### config.mk
export PLATFORM = sky130hd
export DESIGN_NAME = ffa_seq
export DESIGN_NICKNAME = d
export VERILOG_FILES = /design/src/rtl/ffa_pkg.sv /design/src/rtl/ffa_seq.sv
export SDC_FILE = /design/constraint.sdc
export NUM_CORES = 1
export LEC_CHECK = 0
export ABC_AREA = 1
export BUFFER_PORTS_ARGS = -buffer_cell sky130_fd_sc_hd__clkbuf_2
export CAP_MARGIN = 40
export CORE_MARGIN = 5
export CORE_UTILIZATION = 60
export CTS_BUF_LIST = sky130_fd_sc_hd__clkbuf_2
export DETAILED_ROUTE_END_ITERATION = 16
export PLACE_DENSITY_LB_ADDON = 0.25
export SLEW_MARGIN = 20
export SYNTH_ARGS = -nofsm -noshare
export SYNTH_HDL_FRONTEND = slang
export SYNTH_SLANG_ARGS = --single-unit
### constraint.sdc
create_clock -name i_clk -period 7.86 [get_ports i_clk]
set_input_delay 0.786 -clock i_clk [delete_from_list [all_inputs] [get_ports i_clk]]
set_output_delay 0.786 -clock i_clk [all_outputs]
set_load 0.01 [all_outputs]
### src/rtl/ffa_pkg.sv
// shared types and codes for the first-fit heap allocator
// no dependencies; imported by ffa_seq and first_fit_heap_allocator
package ffa_pkg;

    localparam int REQ_W  = 13;
    localparam int ADDR_W = 12;
    localparam int STAT_W = 2;

    localparam int IN_TDATA_W  = 32;
    localparam int OUT_TDATA_W = 16;

    // command codes
    localparam logic CMD_ALLOC = 1'b0;
    localparam logic CMD_FREE  = 1'b1;

    // status codes
    localparam logic [STAT_W-1:0] STAT_ALLOC_OK   = 2'd0;
    localparam logic [STAT_W-1:0] STAT_ALLOC_FAIL = 2'd1;
    localparam logic [STAT_W-1:0] STAT_FREED      = 2'd2;
    localparam logic [STAT_W-1:0] STAT_IGNORED    = 2'd3;

    typedef struct packed {
        logic [STAT_W-1:0] status;
        logic [ADDR_W-1:0] address;
    } t_result;

endpackage

### src/rtl/ffa_seq.sv
// sequencer: walks the header chain, splits on allocate, merges forward on free
// depends on ffa_pkg; drives the header store ports
module ffa_seq
    import ffa_pkg::*;
#(
    parameter int HEAP_BYTES = 4096,
    parameter int HEADER_BYTES = 16
) (
    input  logic              i_clk,
    input  logic              i_rst_n,
    input  logic              i_in_valid,
    output logic              o_in_ready,
    input  logic              i_cmd,
    input  logic [REQ_W-1:0]  i_req,
    input  logic [ADDR_W-1:0] i_addr,
    output logic              o_res_valid,
    input  logic              i_res_ready,
    output t_result           o_res,
    output logic              o_rd_en,
    output logic [$clog2(HEAP_BYTES)-1:0] o_rd_addr,
    input  logic [$clog2(HEAP_BYTES):0]   i_rd_data,
    output logic              o_wr_en,
    output logic [$clog2(HEAP_BYTES)-1:0] o_wr_addr,
    output logic [$clog2(HEAP_BYTES):0]   o_wr_data
);

    localparam int AW = $clog2(HEAP_BYTES);
    localparam int SW = AW;
    localparam int PW = AW + 1;
    localparam int CW = ((PW > REQ_W) ? PW : REQ_W) + 1;

    localparam logic [3:0] S_IDLE = 4'd0;
    localparam logic [3:0] S_A_RD = 4'd1;
    localparam logic [3:0] S_A_EV = 4'd2;
    localparam logic [3:0] S_A_WR = 4'd3;
    localparam logic [3:0] S_F_RD = 4'd4;
    localparam logic [3:0] S_F_EV = 4'd5;
    localparam logic [3:0] S_M_NX = 4'd6;
    localparam logic [3:0] S_M_EV = 4'd7;
    localparam logic [3:0] S_DONE = 4'd8;

    logic [3:0]        r_state, n_state;
    logic [REQ_W-1:0]  r_req, n_req;
    logic [ADDR_W-1:0] r_addr, n_addr;
    logic [PW-1:0]     r_pos, n_pos;
    logic [SW-1:0]     r_size, n_size;
    t_result           r_res, n_res;

    logic          rd_free;
    logic [SW-1:0] rd_size;
    logic [CW-1:0] pos_c, hdr_c, heap_c, payload_c, split_c, nxt_c;
    logic [PW-1:0] next_walk;
    logic [SW-1:0] left, left_rem, merged;
    logic          pos_end, fit, do_split, is_target, nxt_in;

    assign rd_free = i_rd_data[SW];
    assign rd_size = i_rd_data[SW-1:0];

    assign pos_c     = CW'(r_pos);
    assign hdr_c     = CW'(HEADER_BYTES);
    assign heap_c    = CW'(HEAP_BYTES);
    assign payload_c = pos_c + hdr_c;
    assign pos_end   = (pos_c >= heap_c);
    assign next_walk = r_pos + PW'(HEADER_BYTES) + PW'(rd_size);

    // allocate: fit test and split
    assign fit      = rd_free && (CW'(rd_size) >= CW'(r_req));
    assign left     = rd_size - SW'(r_req);
    assign left_rem = left - SW'(HEADER_BYTES);
    assign split_c  = payload_c + CW'(r_req);
    assign do_split = (CW'(left) > hdr_c) && (split_c < heap_c);

    // free: target match and forward merge
    assign is_target = (payload_c == CW'(r_addr));
    assign nxt_c     = payload_c + CW'(r_size);
    assign nxt_in    = (nxt_c < heap_c);
    assign merged    = r_size + SW'(HEADER_BYTES) + rd_size;

    always_comb begin
        n_state   = r_state;
        n_req     = r_req;
        n_addr    = r_addr;
        n_pos     = r_pos;
        n_size    = r_size;
        n_res     = r_res;
        o_rd_en   = 1'b0;
        o_rd_addr = r_pos[AW-1:0];
        o_wr_en   = 1'b0;
        o_wr_addr = r_pos[AW-1:0];
        o_wr_data = {1'b0, rd_size};
        case (r_state)
            S_IDLE: begin
                if (i_in_valid) begin
                    n_req = i_req;
                    n_addr = i_addr;
                    n_pos = '0;
                    if (i_cmd == CMD_ALLOC) begin
                        if (i_req == '0) begin
                            n_res = '{status: STAT_ALLOC_FAIL, address: '0};
                            n_state = S_DONE;
                        end else begin
                            n_state = S_A_RD;
                        end
                    end else begin
                        if (i_addr == '0) begin
                            n_res = '{status: STAT_IGNORED, address: '0};
                            n_state = S_DONE;
                        end else begin
                            n_state = S_F_RD;
                        end
                    end
                end
            end
            S_A_RD: begin
                if (pos_end) begin
                    n_res = '{status: STAT_ALLOC_FAIL, address: '0};
                    n_state = S_DONE;
                end else begin
                    o_rd_en = 1'b1;
                    n_state = S_A_EV;
                end
            end
            S_A_EV: begin
                if (fit) begin
                    n_res = '{status: STAT_ALLOC_OK, address: payload_c[ADDR_W-1:0]};
                    o_wr_en = 1'b1;
                    if (do_split) begin
                        // new free header after the request, then shrink this one
                        o_wr_addr = split_c[AW-1:0];
                        o_wr_data = {1'b1, left_rem};
                        n_state = S_A_WR;
                    end else begin
                        o_wr_data = {1'b0, rd_size};
                        n_state = S_DONE;
                    end
                end else begin
                    n_pos = next_walk;
                    n_state = S_A_RD;
                end
            end
            S_A_WR: begin
                o_wr_en = 1'b1;
                o_wr_data = {1'b0, SW'(r_req)};
                n_state = S_DONE;
            end
            S_F_RD: begin
                if (pos_end) begin
                    n_res = '{status: STAT_IGNORED, address: '0};
                    n_state = S_DONE;
                end else begin
                    o_rd_en = 1'b1;
                    n_state = S_F_EV;
                end
            end
            S_F_EV: begin
                if (is_target) begin
                    n_size = rd_size;
                    n_state = S_M_NX;
                end else begin
                    n_pos = next_walk;
                    n_state = S_F_RD;
                end
            end
            S_M_NX: begin
                if (nxt_in) begin
                    o_rd_en = 1'b1;
                    o_rd_addr = nxt_c[AW-1:0];
                    n_state = S_M_EV;
                end else begin
                    o_wr_en = 1'b1;
                    o_wr_data = {1'b1, r_size};
                    n_res = '{status: STAT_FREED, address: '0};
                    n_state = S_DONE;
                end
            end
            S_M_EV: begin
                if (rd_free) begin
                    n_size = merged;
                    n_state = S_M_NX;
                end else begin
                    o_wr_en = 1'b1;
                    o_wr_data = {1'b1, r_size};
                    n_res = '{status: STAT_FREED, address: '0};
                    n_state = S_DONE;
                end
            end
            S_DONE: begin
                if (i_res_ready) begin
                    n_state = S_IDLE;
                end
            end
            default: begin
                n_state = S_IDLE;
            end
        endcase
    end

    always_ff @(posedge i_clk) begin
        if (!i_rst_n) begin
            r_state <= S_IDLE;
        end else begin
            r_state <= n_state;
        end
    end

    always_ff @(posedge i_clk) begin
        r_req  <= n_req;
        r_addr <= n_addr;
        r_pos  <= n_pos;
        r_size <= n_size;
        r_res  <= n_res;
    end

    assign o_in_ready  = (r_state == S_IDLE);
    assign o_res_valid = (r_state == S_DONE);
    assign o_res       = r_res;

endmodule
* Word level (Yosys, flattened, before mapping)
Index checks and enable logic that the tools add are counted.
Word-level totals: bits in registers 68, bits in latches 0, bits in writable memories 0, bits in read-only memories 0, input bits 43, output and inout port bits 55, logic and storage cells 104, memories 0
Operators by class: $add $sub $neg 9, $mul 0, divide/modulo/power cells 0, $lt $le $gt $ge 5, equality and inequality tests 22, shift operators 0, mux-type cells 47, bitwise operators 0, reduce and logical (&&, ||, !) cells 14
Operators with widths (number):
- 14-bit 2-to-1 mux | 9
- 13-bit 2-to-1 mux | 7
- 12-bit 2-to-1 mux | 7
- 14-bit case mux with 6 select lines | 1
- 13-bit case mux with 4 select lines | 1
- 4-bit 2-to-1 mux | 11
- 13-bit case mux with 3 select lines | 1
- 4-bit case mux with 9 select lines | 1
- 14-bit by 13-bit less-than comparator with 1-bit output, second input constant | 2
- 12-bit case mux with 2 select lines | 1
- 2-bit inequality test, second input constant | 10
- 4-bit by 3-bit equality test with 1-bit output, second input constant | 4
- 13-bit by 5-bit adder with 14-bit output, second input constant | 1
- 14-bit by 12-bit adder with 14-bit output | 1
- 14-bit by 13-bit adder with 14-bit output | 1
- 14-bit by 12-bit equality test with 1-bit output | 1
- 13-bit by 12-bit adder with 13-bit output | 1
- 13-bit by 5-bit adder with 13-bit output, second input constant | 1
- 12-bit by 13-bit greater-or-equal comparator with 1-bit output | 1
- 13-bit greater-or-equal comparator, second input constant | 1
- 13-bit zero test | 1
- 12-bit adder | 1
- 12-bit by 5-bit adder with 12-bit output, second input constant | 1
- 12-bit by 5-bit greater-than comparator with 1-bit output, second input constant | 1
- 23 further kinds | 30

* Depth between registers and ports, before layout
depth after elaboration 7, depth in mapped cells 26

* Least setup slack after synthesis
Ideal clock, no wire load.
path kind in2out, start input i_rd_data[0], end output o_wr_addr[11], arrival 3.347 ns, path slack 3.727 ns, cell stages on the path 21, buffers on the path 1, path through inv_1 > ha_1 > inv_1 > fa_1 > nand3_1 > nand3_1 > xnor2_1 > inv_1 > ha_1 > nand3_1 > nor2_1 > nand3_1 > nand2_1 > nand3_1 > nor2_1 > nand2_1 > nand3_2 > nor2_1 > buf_4 > inv_2 > o21ai_0
Between the ends: longest elaborated chain between the ends 6, elaborated cells between the ends (all ways) 8, classes of those cells 1 x add/sub; 2 x order compare; 3 x mux; 2 x reduce/logical
RTL lines:
- from (decl) | line ffa_seq.sv:21 | input logic [$clog2(HEAP_BYTES):0] i_rd_data,
- 12-bit subtractor | line ffa_seq.sv:68 | assign left = rd_size - SW'(r_req);
- 12-bit by 5-bit greater-than comparator with 1-bit output | line ffa_seq.sv:71 | assign do_split = (CW'(left) > hdr_c) && (split_c < heap_c);
- 1-bit logical AND | line ffa_seq.sv:71
- 12-bit 2-to-1 mux | line ffa_seq.sv:127 | if (do_split) begin
- 12-bit 2-to-1 mux (*) | line ffa_seq.sv:124 | if (fit) begin
- 12-bit 2-to-1 mux (*) | line ffa_seq.sv:91 | case (r_state)
- to (decl) | line ffa_seq.sv:23 | output logic [$clog2(HEAP_BYTES)-1:0] o_wr_addr,
Every way passes the cells marked *; elsewhere a longest branch is shown, timed or not.

* Final worst setup path
start register r_pos[4], end output o_rd_addr[11]
Between the ends: longest elaborated chain between the ends 5
RTL lines:
- from (decl) | line ffa_seq.sv:45 | logic [PW-1:0] r_pos, n_pos;
- from (signal assigned) | line ffa_seq.sv:209 | r_pos <= n_pos;
- 13-bit by 5-bit adder with 14-bit output (*) | line ffa_seq.sv:62 | assign payload_c = pos_c + hdr_c;
- 14-bit by 12-bit adder with 14-bit output (*) | line ffa_seq.sv:75 | assign nxt_c = payload_c + CW'(r_size);
- 14-bit by 13-bit less-than comparator with 1-bit output | line ffa_seq.sv:76 | assign nxt_in = (nxt_c < heap_c);
- 12-bit 2-to-1 mux (*) | line ffa_seq.sv:165 | if (nxt_in) begin
- 12-bit 2-to-1 mux (*) | line ffa_seq.sv:91
- to (decl) | line ffa_seq.sv:20 | output logic [$clog2(HEAP_BYTES)-1:0] o_rd_addr,
Marks and branches as above.

==> run summary <==
RSZ-0062 raised after global routing -> no
Die Width -> 120.1 um
TritonCTS Buffers -> 9
CP required -> 7.07 ns
DRT antenna net count -> 0
largest net degree at the start of global routing -> 36
peak fanout along the critical path -> 35
TNS Setup -> 0 ns
placed cells -> 1,256
sequential-to-total area share from yosys stat -> 27.52%
Netlist Area Pre-Place -> 7274 um^2
number of setup buffers added after CTS -> 0
Layout Cells excl Fill -> 1,274
die area -> 14,430 um^2
Worst Clk Skew -> 0.03040 ns
post-synthesis cell type count -> 42
Yosys reg bits -> 68
FF+latch area -> 2002 um^2
fraction of layout cells with a size suffix above 1 -> 14.67%
Least-Margin Pin Slew -> 0.8703 ns
most frequent cells in the layout -> 259 x nand2_1, 149 x inv_1, 106 x clkbuf_2
Sw Pwr -> 1292 uW
R2R Path End -> o_res[8]
Clock transition at path regs -> 0.22 ns
Hold WS -> 0.3737 ns
final hold vios -> 0
CORE AREA -> 11,960 um^2
number of iterations in the first detailed-routing pass -> 5
P per Cell Area -> 307.9 nW/um^2
async set-reset flop share out of synthesis -> 0%
Worst Reg-to-Reg Cells -> 22
Warnings, synthesis -> 0
global-route wire length before repair -> 34,460 um
port bufs -> 97
Global Route Usage Sum -> 30.82%
pre-CTS WS -> 2.851 ns
cells after synthesis -> 1,024
CP Capture Type -> output port
FMAX -> 191.5 MHz
Core Util, Final -> 66.92%
Mean Syn Cell Area -> 7.104 um^2
initial antenna violation count -> 1
fill cell count -> 1,081
HPWL Detailed -> 18,150 um
top_reg_cell synth -> edfxtp_1
critical path type -> reg -> out
worst r2r src -> r_pos[4]
Worst Path Arrival -> 4.44 ns
Min-Delay Path Depth -> 1
clk_lat worst skew -> 0.59 ns
CTS H-tree depth -> 3
total gr overflow -> 0
CP startpoint kind -> register
routed len/inst -> 17.47 um
Multi-input gate area -> 4606 um^2
final worst-path cycle share -> 66.44%
Hold EP -> r_req[12]
Detailed Route WL -> 22,250 um
slew margin rel. -> 41.76%
Via-to-Cell Ratio -> 5.746
root buffer cell -> clkbuf_2
max-slew violation count -> 0
EDFF count, synth -> 64
Clock Path Buffers -> 2
FF-to-FF setup slack -> 3.52 ns
CTS tree -> built
Final min period -> 5.222 ns
nets -> 1,253
clock group share of total power -> 8.7%
routed vias -> 7,321
Setup violations, final -> 0
Die Ht -> 120.1 um
Worst Min Path Start -> i_req[12]
post-route setup slack -> 2.638 ns
DR iter-0 viols -> 795
most common library cell in the layout ignoring fill and taps -> nand2_1
Synth Net Count -> 1,157
P_int -> 1173 uW
Worst Hold Class -> in -> reg
Remaining DRCs -> 0
Leakage -> 0.004131 uW
Reg power frac -> 26.7%
I/O pin cnt -> 98
Area growth syn-to-layout -> 10.04%
num rows -> 40
RD Place Congestion -> 0.9783
Max VDD drop -> 227.8 uV
Initial Util -> 60.82%
Max Cap Viol -> 0
clk sinks -> 68
status -> finished clean
Net Sw Frac -> 52.41%
Comb pwr share -> 64.6%
vias in the first global route -> 6,596
CTS Hold Buffers Added -> 0
post-CTS sizing -> 0
-- how the worst max path moves through the flow --
stage / startpoint / end / slack (ns) / cells after the start
final: r_pos[4] / o_rd_addr[11] / 2.64 / 22
after floorplan: i_rd_data[0] / o_wr_addr[11] / 3.73 / 21
after detailed placement: i_rd_data[0] / o_wr_data[1] / 2.85 / 24
after CTS: r_pos[4] / o_rd_addr[11] / 2.66 / 22
after global routing: r_pos[4] / o_wr_data[11] / 2.29 / 16
after global placement: i_rd_data[0] / o_wr_addr[11] / 2.66 / 22
-- power by group through the flow --
stage	combinational [uW]	sequential [uW]	clock [uW]
finish	1590	658	215
detailed placement	1570	657	0
global route	1800	660	237
floorplan	1140	616	0
global placement	1540	659	0
CTS	1580	649	219
-- stage by stage --
step	cell area (um^2)	total power (uW)
3_5_place_dp	7889	2224
5_1_grt	8005	2693
3_3_place_gp	7874	2204
4_1_cts	8000	2445
2_1_floorplan	7274	1751
6_report	8005	2464
-- cell usage after synthesis (13+ instances only) --
cell | number | area [um^2]
nand3_1 | 72 | 360.4
nor2_1 | 89 | 334.1
xor2_1 | 26 | 227.7
edfxtp_1 | 64 | 1922
nand4_1 | 14 | 87.58
xnor2_1 | 19 | 166.4
a21oi_1 | 63 | 315.3
or2_2 | 15 | 93.84
ha_1 | 85 | 1064
inv_1 | 149 | 559.3
o21ai_0 | 46 | 230.2
o22ai_1 | 13 | 81.33
nand2_1 | 259 | 972.2
-- flip-flops by register name, summed over array words and instances (netlist names) --
signal	count
r_req	13
o_res	14
r_pos	13
r_addr	12
r_size	12
r_state	4
-- critical path, stage by stage (launching register included) --
cell and delay [ns]:
edfxtp_1 0.66, ha_1 0.28, nand3_2 0.10, nor2_2 0.16, nand3_1 0.09, nand2_1 0.15, inv_1 0.11, ha_1 0.39
nand2_1 0.09, nor2_1 0.14, nand3_1 0.09, nand3_1 0.11, nand2_1 0.09, nand2_1 0.10, nand2_1 0.06, nand2_1 0.06
nand2_1 0.06, nand2_2 0.09, inv_2 0.05, nand2_4 0.33, inv_1 0.16, o21ai_0 0.30, clkbuf_2 0.19
-- cell families (layout without fill, tap and decap cells) --
| group | count (synthesis) | after routing | synth area share, % |
|---|---|---|---|
| and+or+nand+nor | 487 | 487 | 28.91 |
| adders and majority gates | 90 | 90 | 16.00 |
| xor gates and xnor gates | 46 | 46 | 5.796 |
| AOI/OAI and AO/OA | 163 | 163 | 12.57 |
| other | 0 | 2 | 0 |
| buffers and inverters | 170 | 271 | 9.202 |
| DFF | 68 | 68 | 27.52 |
-- routing by layer --
layer	track usage, %	share of wire, %	up-vias	routed length, um
met5	0	0	-	0
met4	10.09	3.3	0	726
met3	6.927	9.3	61	2059
met2	49.07	45	355	9923
met1	41.53	43	3307	9544
li1	-	-	3598	-
-- layout make-up --
cell class / instances / area share, %
sequential: 68 / 25.01
tap: 147 / 2.298
clock inverter: 7 / 0.8284
antenna: 2 / 0.06252
inverter: 153 / 7.174
multi-input combinational: 786 / 57.53
timing repair buffer: 102 / 6.533
clock buffer: 9 / 0.5627
Power figures use the tool's default switching activity.
